`config.mk`:
```
export PLATFORM = sky130hd
export DESIGN_NAME = stream_timestamp_repair_unit
export DESIGN_NICKNAME = d
export VERILOG_FILES = /design/src/rtl/strp_pkg.sv /design/src/rtl/stream_timestamp_repair_unit.sv /design/src/rtl/strp_front.sv /design/src/rtl/strp_queue.sv /design/src/rtl/strp_back.sv
export SDC_FILE = /design/constraint.sdc
export NUM_CORES = 2
export LEC_CHECK = 0
export ABC_CLOCK_PERIOD_IN_PS = 11000
export BUFFER_PORTS_ARGS = -buffer_cell sky130_fd_sc_hd__buf_2
export CAP_MARGIN = 20
export CORE_UTILIZATION = 30
export CTS_CLUSTER_SIZE = 24
export DETAILED_ROUTE_END_ITERATION = 7
export GPL_TIMING_DRIVEN = 0
export PLACE_DENSITY = 0.52
export SLEW_MARGIN = 20
export SYNTH_ARGS = -nofsm -noshare
export SYNTH_HDL_FRONTEND = slang
export SYNTH_SLANG_ARGS = --single-unit
```
`constraint.sdc`:
```
create_clock -name i_clk -period 11 [get_ports i_clk]
set_clock_uncertainty 0.05 [all_clocks]
set_input_delay 1.1 -clock i_clk [delete_from_list [all_inputs] [get_ports i_clk]]
set_output_delay 1.1 -clock i_clk [all_outputs]
set_load 0.02 [all_outputs]
```
`src/rtl/strp_pkg.sv`:
```
// Shared types and constants for the stream timestamp repair unit.
`timescale 1ns / 1ps

package strp_pkg;

    localparam logic [63:0] TS_MISSING   = 64'h8000_0000_0000_0000;
    localparam int          THR10_W      = 36;
    localparam int          THR100_W     = 39;
    localparam int          ADDR_W       = 4;
    localparam logic [31:0] DUR_RESET    = 32'd3000;
    localparam logic [THR10_W-1:0]  THR10_RESET  = 36'd30000;
    localparam logic [THR100_W-1:0] THR100_RESET = 39'd300000;

    typedef enum logic [1:0] {
        REG_UDP_MODE   = 2'd0,
        REG_STREAM_DUR = 2'd1,
        REG_NEXT_DUR   = 2'd2
    } t_reg_idx;

    typedef struct packed {
        logic                udp;
        logic [31:0]         sfd;
        logic [31:0]         nfd;
        logic [THR10_W-1:0]  thr10;
        logic [THR100_W-1:0] thr100;
    } t_cfg;

    typedef struct packed {
        logic        zero;
        logic        gen;
        logic        pv;
        logic        dv;
        logic [63:0] pts;
        logic [63:0] dts;
        logic [23:0] size;
        logic [63:0] pts_sfd;
        logic [63:0] pts_nfd;
    } t_item;

endpackage

```
`src/rtl/stream_timestamp_repair_unit.sv`:
```
// Top level of the stream timestamp repair unit: register port, front end, queue, back end.
`timescale 1ns / 1ps

// An accepted packet beat is written into the queue, then loaded into the back end's output register.
// Throughput: one packet per cycle while the output is not stalled, set by the history update in the back end.
// The queue between front and back end holds QUEUE_DEPTH beats, so input and output stall
// independently. Synchronous active-low reset clears history, counters and the queue and
// returns the registers to datagram mode off and both frame durations to 3000.
module stream_timestamp_repair_unit #(
    parameter int QUEUE_DEPTH = 4
) (
    input  logic                        i_clk,
    input  logic                        i_rst_n,
    input  logic                        i_in_valid,
    output logic                        o_in_stall,
    input  logic                        i_pts_present,
    input  logic [63:0]                 i_pts_in,
    input  logic                        i_dts_present,
    input  logic [63:0]                 i_dts_in,
    input  logic [23:0]                 i_byte_count,
    output logic                        o_out_valid,
    input  logic                        i_out_stall,
    output logic                        o_accepted,
    output logic [63:0]                 o_pts_out,
    output logic [63:0]                 o_dts_out,
    output logic                        o_gap_detected,
    output logic                        o_gap_corrected,
    output logic [31:0]                 o_gap_total,
    output logic [31:0]                 o_frames_total,
    output logic [63:0]                 o_bytes_total,
    input  logic                        psel,
    input  logic                        penable,
    input  logic                        pwrite,
    input  logic [strp_pkg::ADDR_W-1:0] paddr,
    input  logic [31:0]                 pwdata,
    output logic [31:0]                 prdata,
    output logic                        pready
);
    import strp_pkg::*;

    logic                r_udp;
    logic [31:0]         r_sfd;
    logic [31:0]         r_nfd;
    logic [THR10_W-1:0]  r_thr10;
    logic [THR100_W-1:0] r_thr100;
    logic                wr_en;
    t_reg_idx            reg_idx;
    logic [THR10_W-1:0]  d10;
    logic [THR100_W-1:0] d100;
    t_cfg                cfg;
    t_item               front_item;
    t_item               queue_item;
    logic                queue_full;
    logic                queue_valid;
    logic                back_pop;

    assign pready  = 1'b1;
    assign wr_en   = psel && penable && pwrite && pready;
    assign reg_idx = t_reg_idx'(paddr[3:2]);
    assign d10     = {4'd0, pwdata};
    assign d100    = {7'd0, pwdata};

    always_ff @(posedge i_clk) begin
        if (!i_rst_n) begin
            r_udp    <= 1'b0;
            r_sfd    <= DUR_RESET;
            r_nfd    <= DUR_RESET;
            r_thr10  <= THR10_RESET;
            r_thr100 <= THR100_RESET;
        end else if (wr_en) begin
            case (reg_idx)
                REG_UDP_MODE: begin
                    r_udp <= pwdata[0];
                end
                REG_STREAM_DUR: begin
                    // Gap thresholds are ten and a hundred durations, formed by shifts.
                    r_sfd    <= pwdata;
                    r_thr10  <= (d10 << 3) + (d10 << 1);
                    r_thr100 <= (d100 << 6) + (d100 << 5) + (d100 << 2);
                end
                REG_NEXT_DUR: begin
                    r_nfd <= pwdata;
                end
                default: begin
                end
            endcase
        end
    end

    always_comb begin
        case (reg_idx)
            REG_UDP_MODE:   prdata = {31'd0, r_udp};
            REG_STREAM_DUR: prdata = r_sfd;
            REG_NEXT_DUR:   prdata = r_nfd;
            default:        prdata = '0;
        endcase
    end

    always_comb begin
        cfg.udp    = r_udp;
        cfg.sfd    = r_sfd;
        cfg.nfd    = r_nfd;
        cfg.thr10  = r_thr10;
        cfg.thr100 = r_thr100;
    end

    assign o_in_stall = queue_full;

    strp_front u_front (
        .i_pts_present (i_pts_present),
        .i_pts_in      (i_pts_in),
        .i_dts_present (i_dts_present),
        .i_dts_in      (i_dts_in),
        .i_byte_count  (i_byte_count),
        .i_cfg         (cfg),
        .o_item        (front_item)
    );

    strp_queue #(
        .DEPTH (QUEUE_DEPTH)
    ) u_queue (
        .i_clk   (i_clk),
        .i_rst_n (i_rst_n),
        .i_push  (i_in_valid),
        .i_data  (front_item),
        .o_full  (queue_full),
        .o_valid (queue_valid),
        .i_pop   (back_pop),
        .o_data  (queue_item)
    );

    strp_back u_back (
        .i_clk           (i_clk),
        .i_rst_n         (i_rst_n),
        .i_cfg           (cfg),
        .i_valid         (queue_valid),
        .i_item          (queue_item),
        .o_pop           (back_pop),
        .o_out_valid     (o_out_valid),
        .i_out_stall     (i_out_stall),
        .o_accepted      (o_accepted),
        .o_pts_out       (o_pts_out),
        .o_dts_out       (o_dts_out),
        .o_gap_detected  (o_gap_detected),
        .o_gap_corrected (o_gap_corrected),
        .o_gap_total     (o_gap_total),
        .o_frames_total  (o_frames_total),
        .o_bytes_total   (o_bytes_total)
    );

endmodule

```
`src/rtl/strp_front.sv`:
```
// Front end: classifies an incoming packet beat and fills what needs no history.
`timescale 1ns / 1ps

module strp_front (
    input  logic           i_pts_present,
    input  logic [63:0]    i_pts_in,
    input  logic           i_dts_present,
    input  logic [63:0]    i_dts_in,
    input  logic [23:0]    i_byte_count,
    input  strp_pkg::t_cfg i_cfg,
    output strp_pkg::t_item o_item
);
    import strp_pkg::*;

    logic        pv0;
    logic        dv0;
    logic        pv;
    logic        dv;
    logic        gen;
    logic [63:0] pts;
    logic [63:0] dts;

    always_comb begin
        pv0 = i_pts_present && (i_pts_in != TS_MISSING);
        dv0 = i_dts_present && (i_dts_in != TS_MISSING);
        pv  = pv0;
        dv  = dv0;
        gen = 1'b0;
        pts = i_pts_in;
        dts = i_dts_in;
        if (i_cfg.udp) begin
            if (!pv0 && dv0) begin
                pts = i_dts_in;
                pv  = 1'b1;
            end else if (pv0 && !dv0) begin
                dts = i_pts_in;
                dv  = 1'b1;
            end else if (!pv0 && !dv0) begin
                gen = 1'b1;
            end
        end
        // A missing PTS is carried as the marker so the back end can store it directly.
        if (!pv) begin
            pts = TS_MISSING;
        end
    end

    always_comb begin
        o_item.zero    = (i_byte_count == 24'd0);
        o_item.gen     = gen;
        o_item.pv      = pv;
        o_item.dv      = dv;
        o_item.pts     = pts;
        o_item.dts     = dts;
        o_item.size    = i_byte_count;
        o_item.pts_sfd = pts + {32'd0, i_cfg.sfd};
        o_item.pts_nfd = pts + {32'd0, i_cfg.nfd};
    end

endmodule

```
`src/rtl/strp_queue.sv`:
```
// Short queue between the front end and the back end.
`timescale 1ns / 1ps

module strp_queue #(
    parameter int DEPTH = 4
) (
    input  logic            i_clk,
    input  logic            i_rst_n,
    input  logic            i_push,
    input  strp_pkg::t_item i_data,
    output logic            o_full,
    output logic            o_valid,
    input  logic            i_pop,
    output strp_pkg::t_item o_data
);
    import strp_pkg::*;

    localparam int IDX_W = (DEPTH > 1) ? $clog2(DEPTH) : 1;
    localparam int CNT_W = $clog2(DEPTH + 1);

    t_item             r_mem [DEPTH];
    logic [IDX_W-1:0]  r_wr;
    logic [IDX_W-1:0]  r_rd;
    logic [CNT_W-1:0]  r_count;
    logic              do_push;
    logic              do_pop;

    assign o_full  = (r_count == CNT_W'(DEPTH));
    assign o_valid = (r_count != '0);
    assign o_data  = r_mem[r_rd];
    assign do_push = i_push && !o_full;
    assign do_pop  = i_pop && o_valid;

    always_ff @(posedge i_clk) begin
        if (do_push) begin
            r_mem[r_wr] <= i_data;
        end
    end

    always_ff @(posedge i_clk) begin
        if (!i_rst_n) begin
            r_wr    <= '0;
            r_rd    <= '0;
            r_count <= '0;
        end else begin
            if (do_push) begin
                r_wr <= (r_wr == IDX_W'(DEPTH - 1)) ? '0 : r_wr + 1'b1;
            end
            if (do_pop) begin
                r_rd <= (r_rd == IDX_W'(DEPTH - 1)) ? '0 : r_rd + 1'b1;
            end
            if (do_push && !do_pop) begin
                r_count <= r_count + 1'b1;
            end else if (do_pop && !do_push) begin
                r_count <= r_count - 1'b1;
            end
        end
    end

    a_count_bound: assert property (@(posedge i_clk) disable iff (!i_rst_n)
        r_count <= CNT_W'(DEPTH))
        else $error("queue fill count exceeds depth");

endmodule

```
`src/rtl/strp_back.sv`:
```
// Back end: history-dependent repair, gap checks, counters and the output register.
`timescale 1ns / 1ps

module strp_back (
    input  logic            i_clk,
    input  logic            i_rst_n,
    input  strp_pkg::t_cfg  i_cfg,
    input  logic            i_valid,
    input  strp_pkg::t_item i_item,
    output logic            o_pop,
    output logic            o_out_valid,
    input  logic            i_out_stall,
    output logic            o_accepted,
    output logic [63:0]     o_pts_out,
    output logic [63:0]     o_dts_out,
    output logic            o_gap_detected,
    output logic            o_gap_corrected,
    output logic [31:0]     o_gap_total,
    output logic [31:0]     o_frames_total,
    output logic [63:0]     o_bytes_total
);
    import strp_pkg::*;

    // History: previous PTS and the two sums derived from it.
    logic [63:0] r_prev;
    logic [63:0] r_pred;
    logic [63:0] r_gen;
    logic        r_prev_ok;
    logic [31:0] r_gap;
    logic [31:0] r_frames;
    logic [63:0] r_bytes;
    logic        r_out_valid;

    logic        load;
    logic        update;
    logic [63:0] sfd64;
    logic [63:0] nfd64;
    logic [63:0] pts_g;
    logic [63:0] gsfd;
    logic [63:0] gnfd;
    logic        pv_g;
    logic [63:0] pts_b;
    logic [63:0] dts_b;
    logic        pv_b;
    logic        dv_b;
    logic        ge;
    logic [63:0] diff;
    logic        check;
    logic        detected;
    logic        corrected;
    logic        pred_ok;
    logic [63:0] pts_c;
    logic [63:0] dts_c;
    logic        pv_c;
    logic        dv_c;
    logic [63:0] pts_o;
    logic [63:0] dts_o;
    logic [63:0] n_prev;
    logic [63:0] n_pred;
    logic [63:0] n_gen;
    logic [31:0] n_gap;
    logic [31:0] n_frames;
    logic [63:0] n_bytes;

    assign load   = i_valid && (!r_out_valid || !i_out_stall);
    assign update = load && !i_item.zero;
    assign o_pop  = load;
    assign sfd64  = {32'd0, i_cfg.sfd};
    assign nfd64  = {32'd0, i_cfg.nfd};

    always_comb begin
        pts_g = r_prev_ok ? r_gen : 64'd1;
        gsfd  = r_prev_ok ? (r_gen + sfd64) : (64'd1 + sfd64);
        gnfd  = r_prev_ok ? (r_gen + nfd64) : (64'd1 + nfd64);
        pv_g  = (pts_g != TS_MISSING);

        if (i_item.gen) begin
            pts_b = pts_g;
            dts_b = pts_g;
            pv_b  = pv_g;
            dv_b  = pv_g;
        end else begin
            pts_b = i_item.pts;
            dts_b = i_item.dts;
            pv_b  = i_item.pv;
            dv_b  = i_item.dv;
        end

        ge        = ($signed(pts_b) >= $signed(r_pred));
        diff      = ge ? (pts_b - r_pred) : (r_pred - pts_b);
        check     = i_cfg.udp && r_prev_ok && pv_b;
        detected  = check && (diff > {28'd0, i_cfg.thr10});
        corrected = check && (diff > {25'd0, i_cfg.thr100});
        pred_ok   = (r_pred != TS_MISSING);

        if (corrected) begin
            pts_c  = r_pred;
            dts_c  = r_pred;
            pv_c   = pred_ok;
            dv_c   = pred_ok;
            n_prev = r_pred;
            n_pred = r_pred + nfd64;
            n_gen  = r_pred + sfd64;
        end else begin
            pts_c  = pts_b;
            dts_c  = dts_b;
            pv_c   = pv_b;
            dv_c   = dv_b;
            n_prev = i_item.gen ? pts_g : i_item.pts;
            n_pred = i_item.gen ? gnfd : i_item.pts_nfd;
            n_gen  = i_item.gen ? gsfd : i_item.pts_sfd;
        end

        // Fill for the output only; history keeps the marker.
        pts_o = pts_c;
        dts_o = dts_c;
        if (!pv_c && dv_c) begin
            pts_o = dts_c;
        end else if (pv_c && !dv_c) begin
            dts_o = pts_c;
        end else if (!pv_c && !dv_c) begin
            pts_o = 64'd1;
            dts_o = 64'd1;
        end

        n_gap    = r_gap + {31'd0, detected};
        n_frames = r_frames + 32'd1;
        n_bytes  = r_bytes + {40'd0, i_item.size};
    end

    always_ff @(posedge i_clk) begin
        if (!i_rst_n) begin
            r_prev      <= '0;
            r_pred      <= '0;
            r_gen       <= '0;
            r_prev_ok   <= 1'b0;
            r_gap       <= '0;
            r_frames    <= '0;
            r_bytes     <= '0;
            r_out_valid <= 1'b0;
        end else begin
            if (update) begin
                r_prev    <= n_prev;
                r_pred    <= n_pred;
                r_gen     <= n_gen;
                r_prev_ok <= (n_prev != TS_MISSING);
                r_gap     <= n_gap;
                r_frames  <= n_frames;
                r_bytes   <= n_bytes;
            end else begin
                // Keep the generated PTS in step with a newly written frame duration.
                r_gen <= r_prev + sfd64;
            end
            if (load) begin
                r_out_valid <= 1'b1;
            end else if (!i_out_stall) begin
                r_out_valid <= 1'b0;
            end
        end
    end

    always_ff @(posedge i_clk) begin
        if (load) begin
            if (i_item.zero) begin
                o_accepted      <= 1'b0;
                o_pts_out       <= '0;
                o_dts_out       <= '0;
                o_gap_detected  <= 1'b0;
                o_gap_corrected <= 1'b0;
                o_gap_total     <= r_gap;
                o_frames_total  <= r_frames;
                o_bytes_total   <= r_bytes;
            end else begin
                o_accepted      <= 1'b1;
                o_pts_out       <= pts_o;
                o_dts_out       <= dts_o;
                o_gap_detected  <= detected;
                o_gap_corrected <= corrected;
                o_gap_total     <= n_gap;
                o_frames_total  <= n_frames;
                o_bytes_total   <= n_bytes;
            end
        end
    end

    assign o_out_valid = r_out_valid;

    a_frame_step: assert property (@(posedge i_clk) disable iff (!i_rst_n)
        (i_rst_n && update) |=> (r_frames == $past(r_frames) + 32'd1))
        else $error("frame count did not advance on an accepted packet");

    a_reject_holds: assert property (@(posedge i_clk) disable iff (!i_rst_n)
        (i_rst_n && load && i_item.zero) |=>
            (r_bytes == $past(r_bytes)) && (r_pred == $past(r_pred)) && !o_accepted)
        else $error("rejected packet changed state");

    a_corrected_output: assert property (@(posedge i_clk) disable iff (!i_rst_n)
        (r_out_valid && o_gap_corrected) |-> (o_gap_detected && (o_pts_out == o_dts_out)))
        else $error("corrected beat without detection or with differing timestamps");

endmodule

```
; After elaboration in Yosys (flattened, before gate mapping)
; Memory sizes are Yosys's and may differ from the RTL's. A register that Yosys moved wholly into a read port is not among the register bits.
; Index checks and enable logic that the tools add are counted.
[op_classes]
add_sub_neg = 21
n_reduce_logical = 38
mux = 53
n_eq_ne = 11
n_lt_le_gt_ge = 3
[ops]
columns = operator, n
row1 = $mux W64, 26
row2 = $add A64 B32 Y64, 7
row3 = $ne A64 B64 Y1 const B, 5
row4 = $sub A64 B64 Y64, 2
row5 = $pmux W32 S3, 1
row6 = $add A1 B32 Y33 const A, 2
row7 = $add A64 B24 Y64, 1
row8 = $ge A64 B64 Y1, 1
row9 = $gt A64 B36 Y1, 1
row10 = $gt A64 B39 Y1, 1
row11 = $mux W32, 2
row12 = $add A38 B37 Y39, 1
row13 = $add A39 B34 Y39, 1
row14 = $add A35 B33 Y36, 1
row15 = $add A32 B1 Y32, 1
row16 = $add A32 B1 Y32 const B, 1
row17 = $logic_not A24 Y1, 1
row18 = $logic_and A1 B1 Y1, 20
row19 = $mux W1, 18
row20 = $logic_not A1 Y1, 10
row21 = $mux W2, 4
row22 = $eq A2 B2 Y1 const B, 3
row23 = $mux W3, 2
row24 = $reduce_and A2 Y1, 3
row25 = 10 further kinds, 11
[totals]
mem_count = 1
wordCells = 151
output_inout_bits = 294
in_bits = 197
register_bits = 728
mem_bits_rw = 1136
[memory_table]
columns = name, depth, width, rd, rd_clocked_by_memory_dff, wr, line
row1 = u_queue.r_mem, 4, 284, 1, 1, 1, strp_queue.sv:21  ; t_item r_mem [DEPTH];

; Logic depth before layout (Yosys ltp)
[depth]
depth_word = 12
ltp_mapped = 57
mapped_depth_nobuf = 49

; By module
; From an unflattened synthesis, not the netlist that was laid out.
[unflattened]
hier_cells = 10098
area_unflattened_um2 = 108023.6
[by_module_without_submodules]
columns = mod, seq_area_each_um2, area_per_inst_um2, instances, cells_each
row1 = strp_back, 14223.6, 50709.9, 1, 6483
row2 = strp_queue, 34292.9, 41711.3, 1, 1535
row3 = stream_timestamp_repair_unit, 2642.5, 8708.4, 1, 1090
row4 = strp_front, 0.0, 6894.1, 1, 990

; Worst setup path after synthesis
; No wires, ideal clock.
[synth_path]
path_type = reg2reg
from = reg with a tool-made name
to = reg u_back.r_gap[30]
setup_slack_ns = 0.835
arrival_time_ns = 9.987
setup_ns = 0.128
synth_period_minus_slack_ns = 10.165
path_stages_with_launch = 53
n_path_buf = 10
required_ns = 10.822
cell_sequence = dfxtp_1 > clkbuf_1 > buf_1 > buf_2 > clkbuf_1 > buf_2 > mux4_2 > a22o_1 > ha_1 > buf_2 > nand2_1 > nor2_1 > nand4_1 > nor4_2 > nor3_2 > a31oi_2 > buf_2 > buf_1 > [... 17 more ...] > nor4_1 > a21boi_0 > ha_1 > ha_1 > nand3_1 > or2_2 > nor2_1 > and3_1 > and3_1 > nand4_1 > nor2_1 > and3_1 > nand3_1 > nor2_1 > nand2_1 > nor3_1 > xnor2_1 > nor2_1
[synth_rtl]
columns = item, line
row1 = end signal: assignment, strp_back.sv:147  ; r_gap <= n_gap;
row2 = end: declaration, strp_back.sv:29  ; logic [31:0] r_gap;

==> summary.md <==
| Metric | Value |
|---|---|
| Met3 Usage GRT | `5.899%` |
| CP arrival | `between 10 and 15 ns` |
| Post-synthesis cell type count | `100` |
| Max cap viols | `0` |
| Initial antenna violation count | `44` |
| Tmin final | `between 10 and 15 ns` |
| Number of enable flip-flop cells after synthesis | `~1.4k` |
| H-tree Lvls | `4` |
| Full die area | `355700 um^2` |
| Outcome | `finished with violations` |
| Final HPWL DP | `399800 um` |
| Residual DRC count | `0` |
| Sequential-to-total area share from yosys stat | `48.27%` |
| Clock buffer depth | `4` |
| Final Max Slew Viols | `0` |
| DRT iter0 DRCs | `11.78k` |
| Area Growth Syn to Fin | `16.87%` |
| CTS tree | `done` |
| Yosys warnings | `0` |
| Pin count of the biggest net entering global routing | `roughly 110` |
| Final cycle utilization of the critical path | `100.4%` |
| Max Fanout on Critical Path | `11` |
| Most frequent cells in the layout | `edfxtp_1 (1395), nand2_1 (1002), a21oi_1 (714)` |
| Starting Density | `30.24%` |
| Global Route met2 Usage | `about two fifths` |
| Vias/cell | `5.752` |
| Crit path required time | `11.50 ns` |
| Crit. End Element | `flip-flop` |
| Inserted Clock Buffers | `210` |
| Finished layout cell area | `123900 um^2` |
| Via count | `89.57k` |
| IO Pins | `491` |
| P_leak | `roughly 45 nW` |
| Worst-skew pair later-pin latency | `0.98 ns` |
| Netlist Area Pre-Place | `106000 um^2` |
| Fin worst setup slack | `-0.04517 ns` |
| Share of cells above drive strength 1 | `15.29%` |
| Hold Fails Final Rpt | `0` |
| Syn Area/Cell | `10.72 um^2` |
| # port buffers | `487` |
| Asr flop ratio synth | `0%` |
| Top FF cell, synth | `edfxtp_1` |
| Max Freq | `just over 0.09 GHz` |
| 1st-pass router iterations | `6` |
| Most crowded layer after global routing | `met2` |
| First-pass GRT wire length | `between 600000 and 700000 um` |
| Slew @ Worst Pin | `~1.3 ns` |
| DIE WIDTH | `a little under 600 um` |
| Hold crit path type | `input port to flip-flop` |
| Row Count | `217` |
| Total power | `0.04325 W` |
| All-Layer GR Usage | `between 20% and 30%` |
| CP max-delay cell | `o41ai_2` |
| Clk root buf | `clkbuf_16` |
| Failing checks | `negative setup slack` |
| Remaining antenna violation count after routing | `0` |
| Routed WL | `501500 um` |
| Finished Core Util | `35.34%` |
| Final Setup Violations | `1` |
| Crit start category | `flip-flop` |
| Syn nets | `about 11k` |
| Worst slew margin | `10.69%` |
| Reg-to-reg slack, setup | `-0.05 ns` |
| Placed Cells | `between 15k and 20k` |
| Worst-path clk slew | `0.06 ns` |
| Final nets | `11.44k` |
| Post-Synthesis Cells | `9887` |
| Area of the core | `~350000 um^2` |
| Routability cong. | `1.044` |
| M1 GR Usage | `~37%` |
| Power per cell area | `~350 nW/um^2` |
| Worst path max stage delay | `0.99 ns` |
| Number of synthesized register bits | `1858` |
| Peak VDD IR | `0.0002496 V` |
| Critical Setup Path Class | `flip-flop to flip-flop` |
| Congestion Overflow GR | `0` |
| Commonest non-fill, non-tap cell in the layout | `edfxtp_1` |
| Per-cell routed wire length | `32.20 um` |
| Sink Count | `~1.9k` |
| Vias in the first global route | `roughly 84k` |
| RSZ-0062 raised after global routing | `true` |
| Dpl cell area | `115800 um^2` |
| Final Instance Count excl. Fillers | `15.57k` |
| # hold bufs at CTS | `0` |
| Die height | `596.4 um` |
-- path summary, 6_finish.rpt --
kind | startpoint | to | depth (start not counted)
worst min register to register | r_thr10[35]$_SDFFE_PN0P_ | r_thr10[35]$_SDFFE_PN0P_ | 2
worst max register to register | flip-flop | u_back.o_pts_out[33]$_SDFFCE_PP0P_ | 38
worst min-delay path | i_byte_count[10] | u_queue.r_mem[0][138]$_DFFE_PP_ | 1
worst max-delay path | flip-flop | u_back.o_pts_out[33]$_SDFFCE_PP0P_ | 38
-- kinds of logic (layout without fill, tap and decap cells) --
family	Yosys count	in the layout	share of synthesized area [%]
and+or+nand+nor	2958	2958	13.14
muxes	385	385	7.045
DFF	1858	1858	48.27
AOI/OAI and AO/OA	2482	2482	15.21
buffers and inverters	914	1872	3.385
adders and majority gates	566	566	6.972
xor gates and xnor gates	723	723	5.975
other	1	21	0.003538
-- flip-flops by register name, indices dropped and copies added (netlist names), 2 cells and up, named ones only --
signal and cells:
u_back.r_prev 64, u_queue.r_rd 2, r_thr100 34, u_queue.r_wr 2
u_back.r_pred 64, r_sfd 32, u_back.r_bytes 64, r_nfd 32
u_back.r_gen 64, u_back.o_bytes_total 64, u_back.o_dts_out 64, u_back.o_pts_out 64
r_thr10 33, u_back.r_gap 32, u_queue.r_count 3, u_queue.r_mem 1136
u_back.o_gap_total 32, u_back.r_frames 32, u_back.o_frames_total 32
-- stage by stage --
step	hold slack (ns)	TNS [ns]	worst slack, ns
2_1_floorplan	0.3791	0	0.8355
3_3_place_gp	0.3897	-6874.01	-5.743
3_5_place_dp	0.3932	-1330.78	-4.985
4_1_cts	0.2940	0	0.004066
5_1_grt	0.3451	-0.02267	-0.01781
6_report	0.3633	-0.04517	-0.04517
-- Yosys cell counts, drive strengths merged (52+ instances only) --
cell / n / area, um^2
edfxtp: 1395 / 41890
nand2: 1005 / 3772
a21oi: 722 / 3613
nor2: 695 / 2609
o21ai: 555 / 2781
ha: 525 / 6569
dfxtp: 463 / 9269
xnor2: 446 / 3906
clkbuf: 415 / 1558
inv: 362 / 1359
mux4: 282 / 6351
xor2: 277 / 2426
nand3: 226 / 1136
nor3: 216 / 1086
a22o: 180 / 1577
a21o: 160 / 1201
nand4: 151 / 950.9
a211oi: 141 / 1059
buf: 135 / 663.1
and3: 132 / 825.8
nor4: 118 / 757.0
o211ai: 96 / 725.7
or3: 92 / 575.6
a221oi: 85 / 788.3
nor2b: 82 / 513.0
o21a: 80 / 600.6
mux2: 68 / 765.7
nand2b: 67 / 419.2
a22oi: 66 / 495.5
a31oi: 66 / 419.2
and2: 52 / 325.3
-- worst max-delay path: cells and delay by family (launching register included) --
kind	cells	cell delay [ns]
compound gates	16	5.17
xor+xnor	1	0.31
fa+ha+maj	2	0.82
buf+inv	9	1.91
flops	1	0.36
mux	2	0.74
simple gates	8	1.17
-- layout make-up --
class / instances / area [um^2]
antenna: 20 / 50.05
buffer: 536 / 2504
clock buffer: 269 / 5597
clock inverter: 113 / 1300
fill: 35450 / 226600
inverter: 364 / 1374
multi-input combinational: 7115 / 52050
sequential: 1858 / 51160
tap: 4708 / 5891
timing repair buffer: 590 / 3939
-- where the power goes --
group	total, W	switching (W)	internal, W
Sequential	0.00990	0.000905	0.00900
Clock	0.00716	0.00313	0.00403
Combinational	0.0262	0.0179	0.00833
-- what timing repair did --
| action | 4_1_cts | 5_1_grt |
|---|---|---|
| setup endpoints to repair | 387 | 169 |
| pin swaps | 13 | 15 |
| cloned | 0 | 0 |
| setup buffers | 8 | 22 |
| resized for setup | 202 | 94 |
-- metal layers --
metal	wire (um)	part of all wire (%)
met1	210400	42
met2	206500	41
met3	49920	10
met4	34640	6.9
met5	50	0.010
Power figures use the tool's default switching activity.
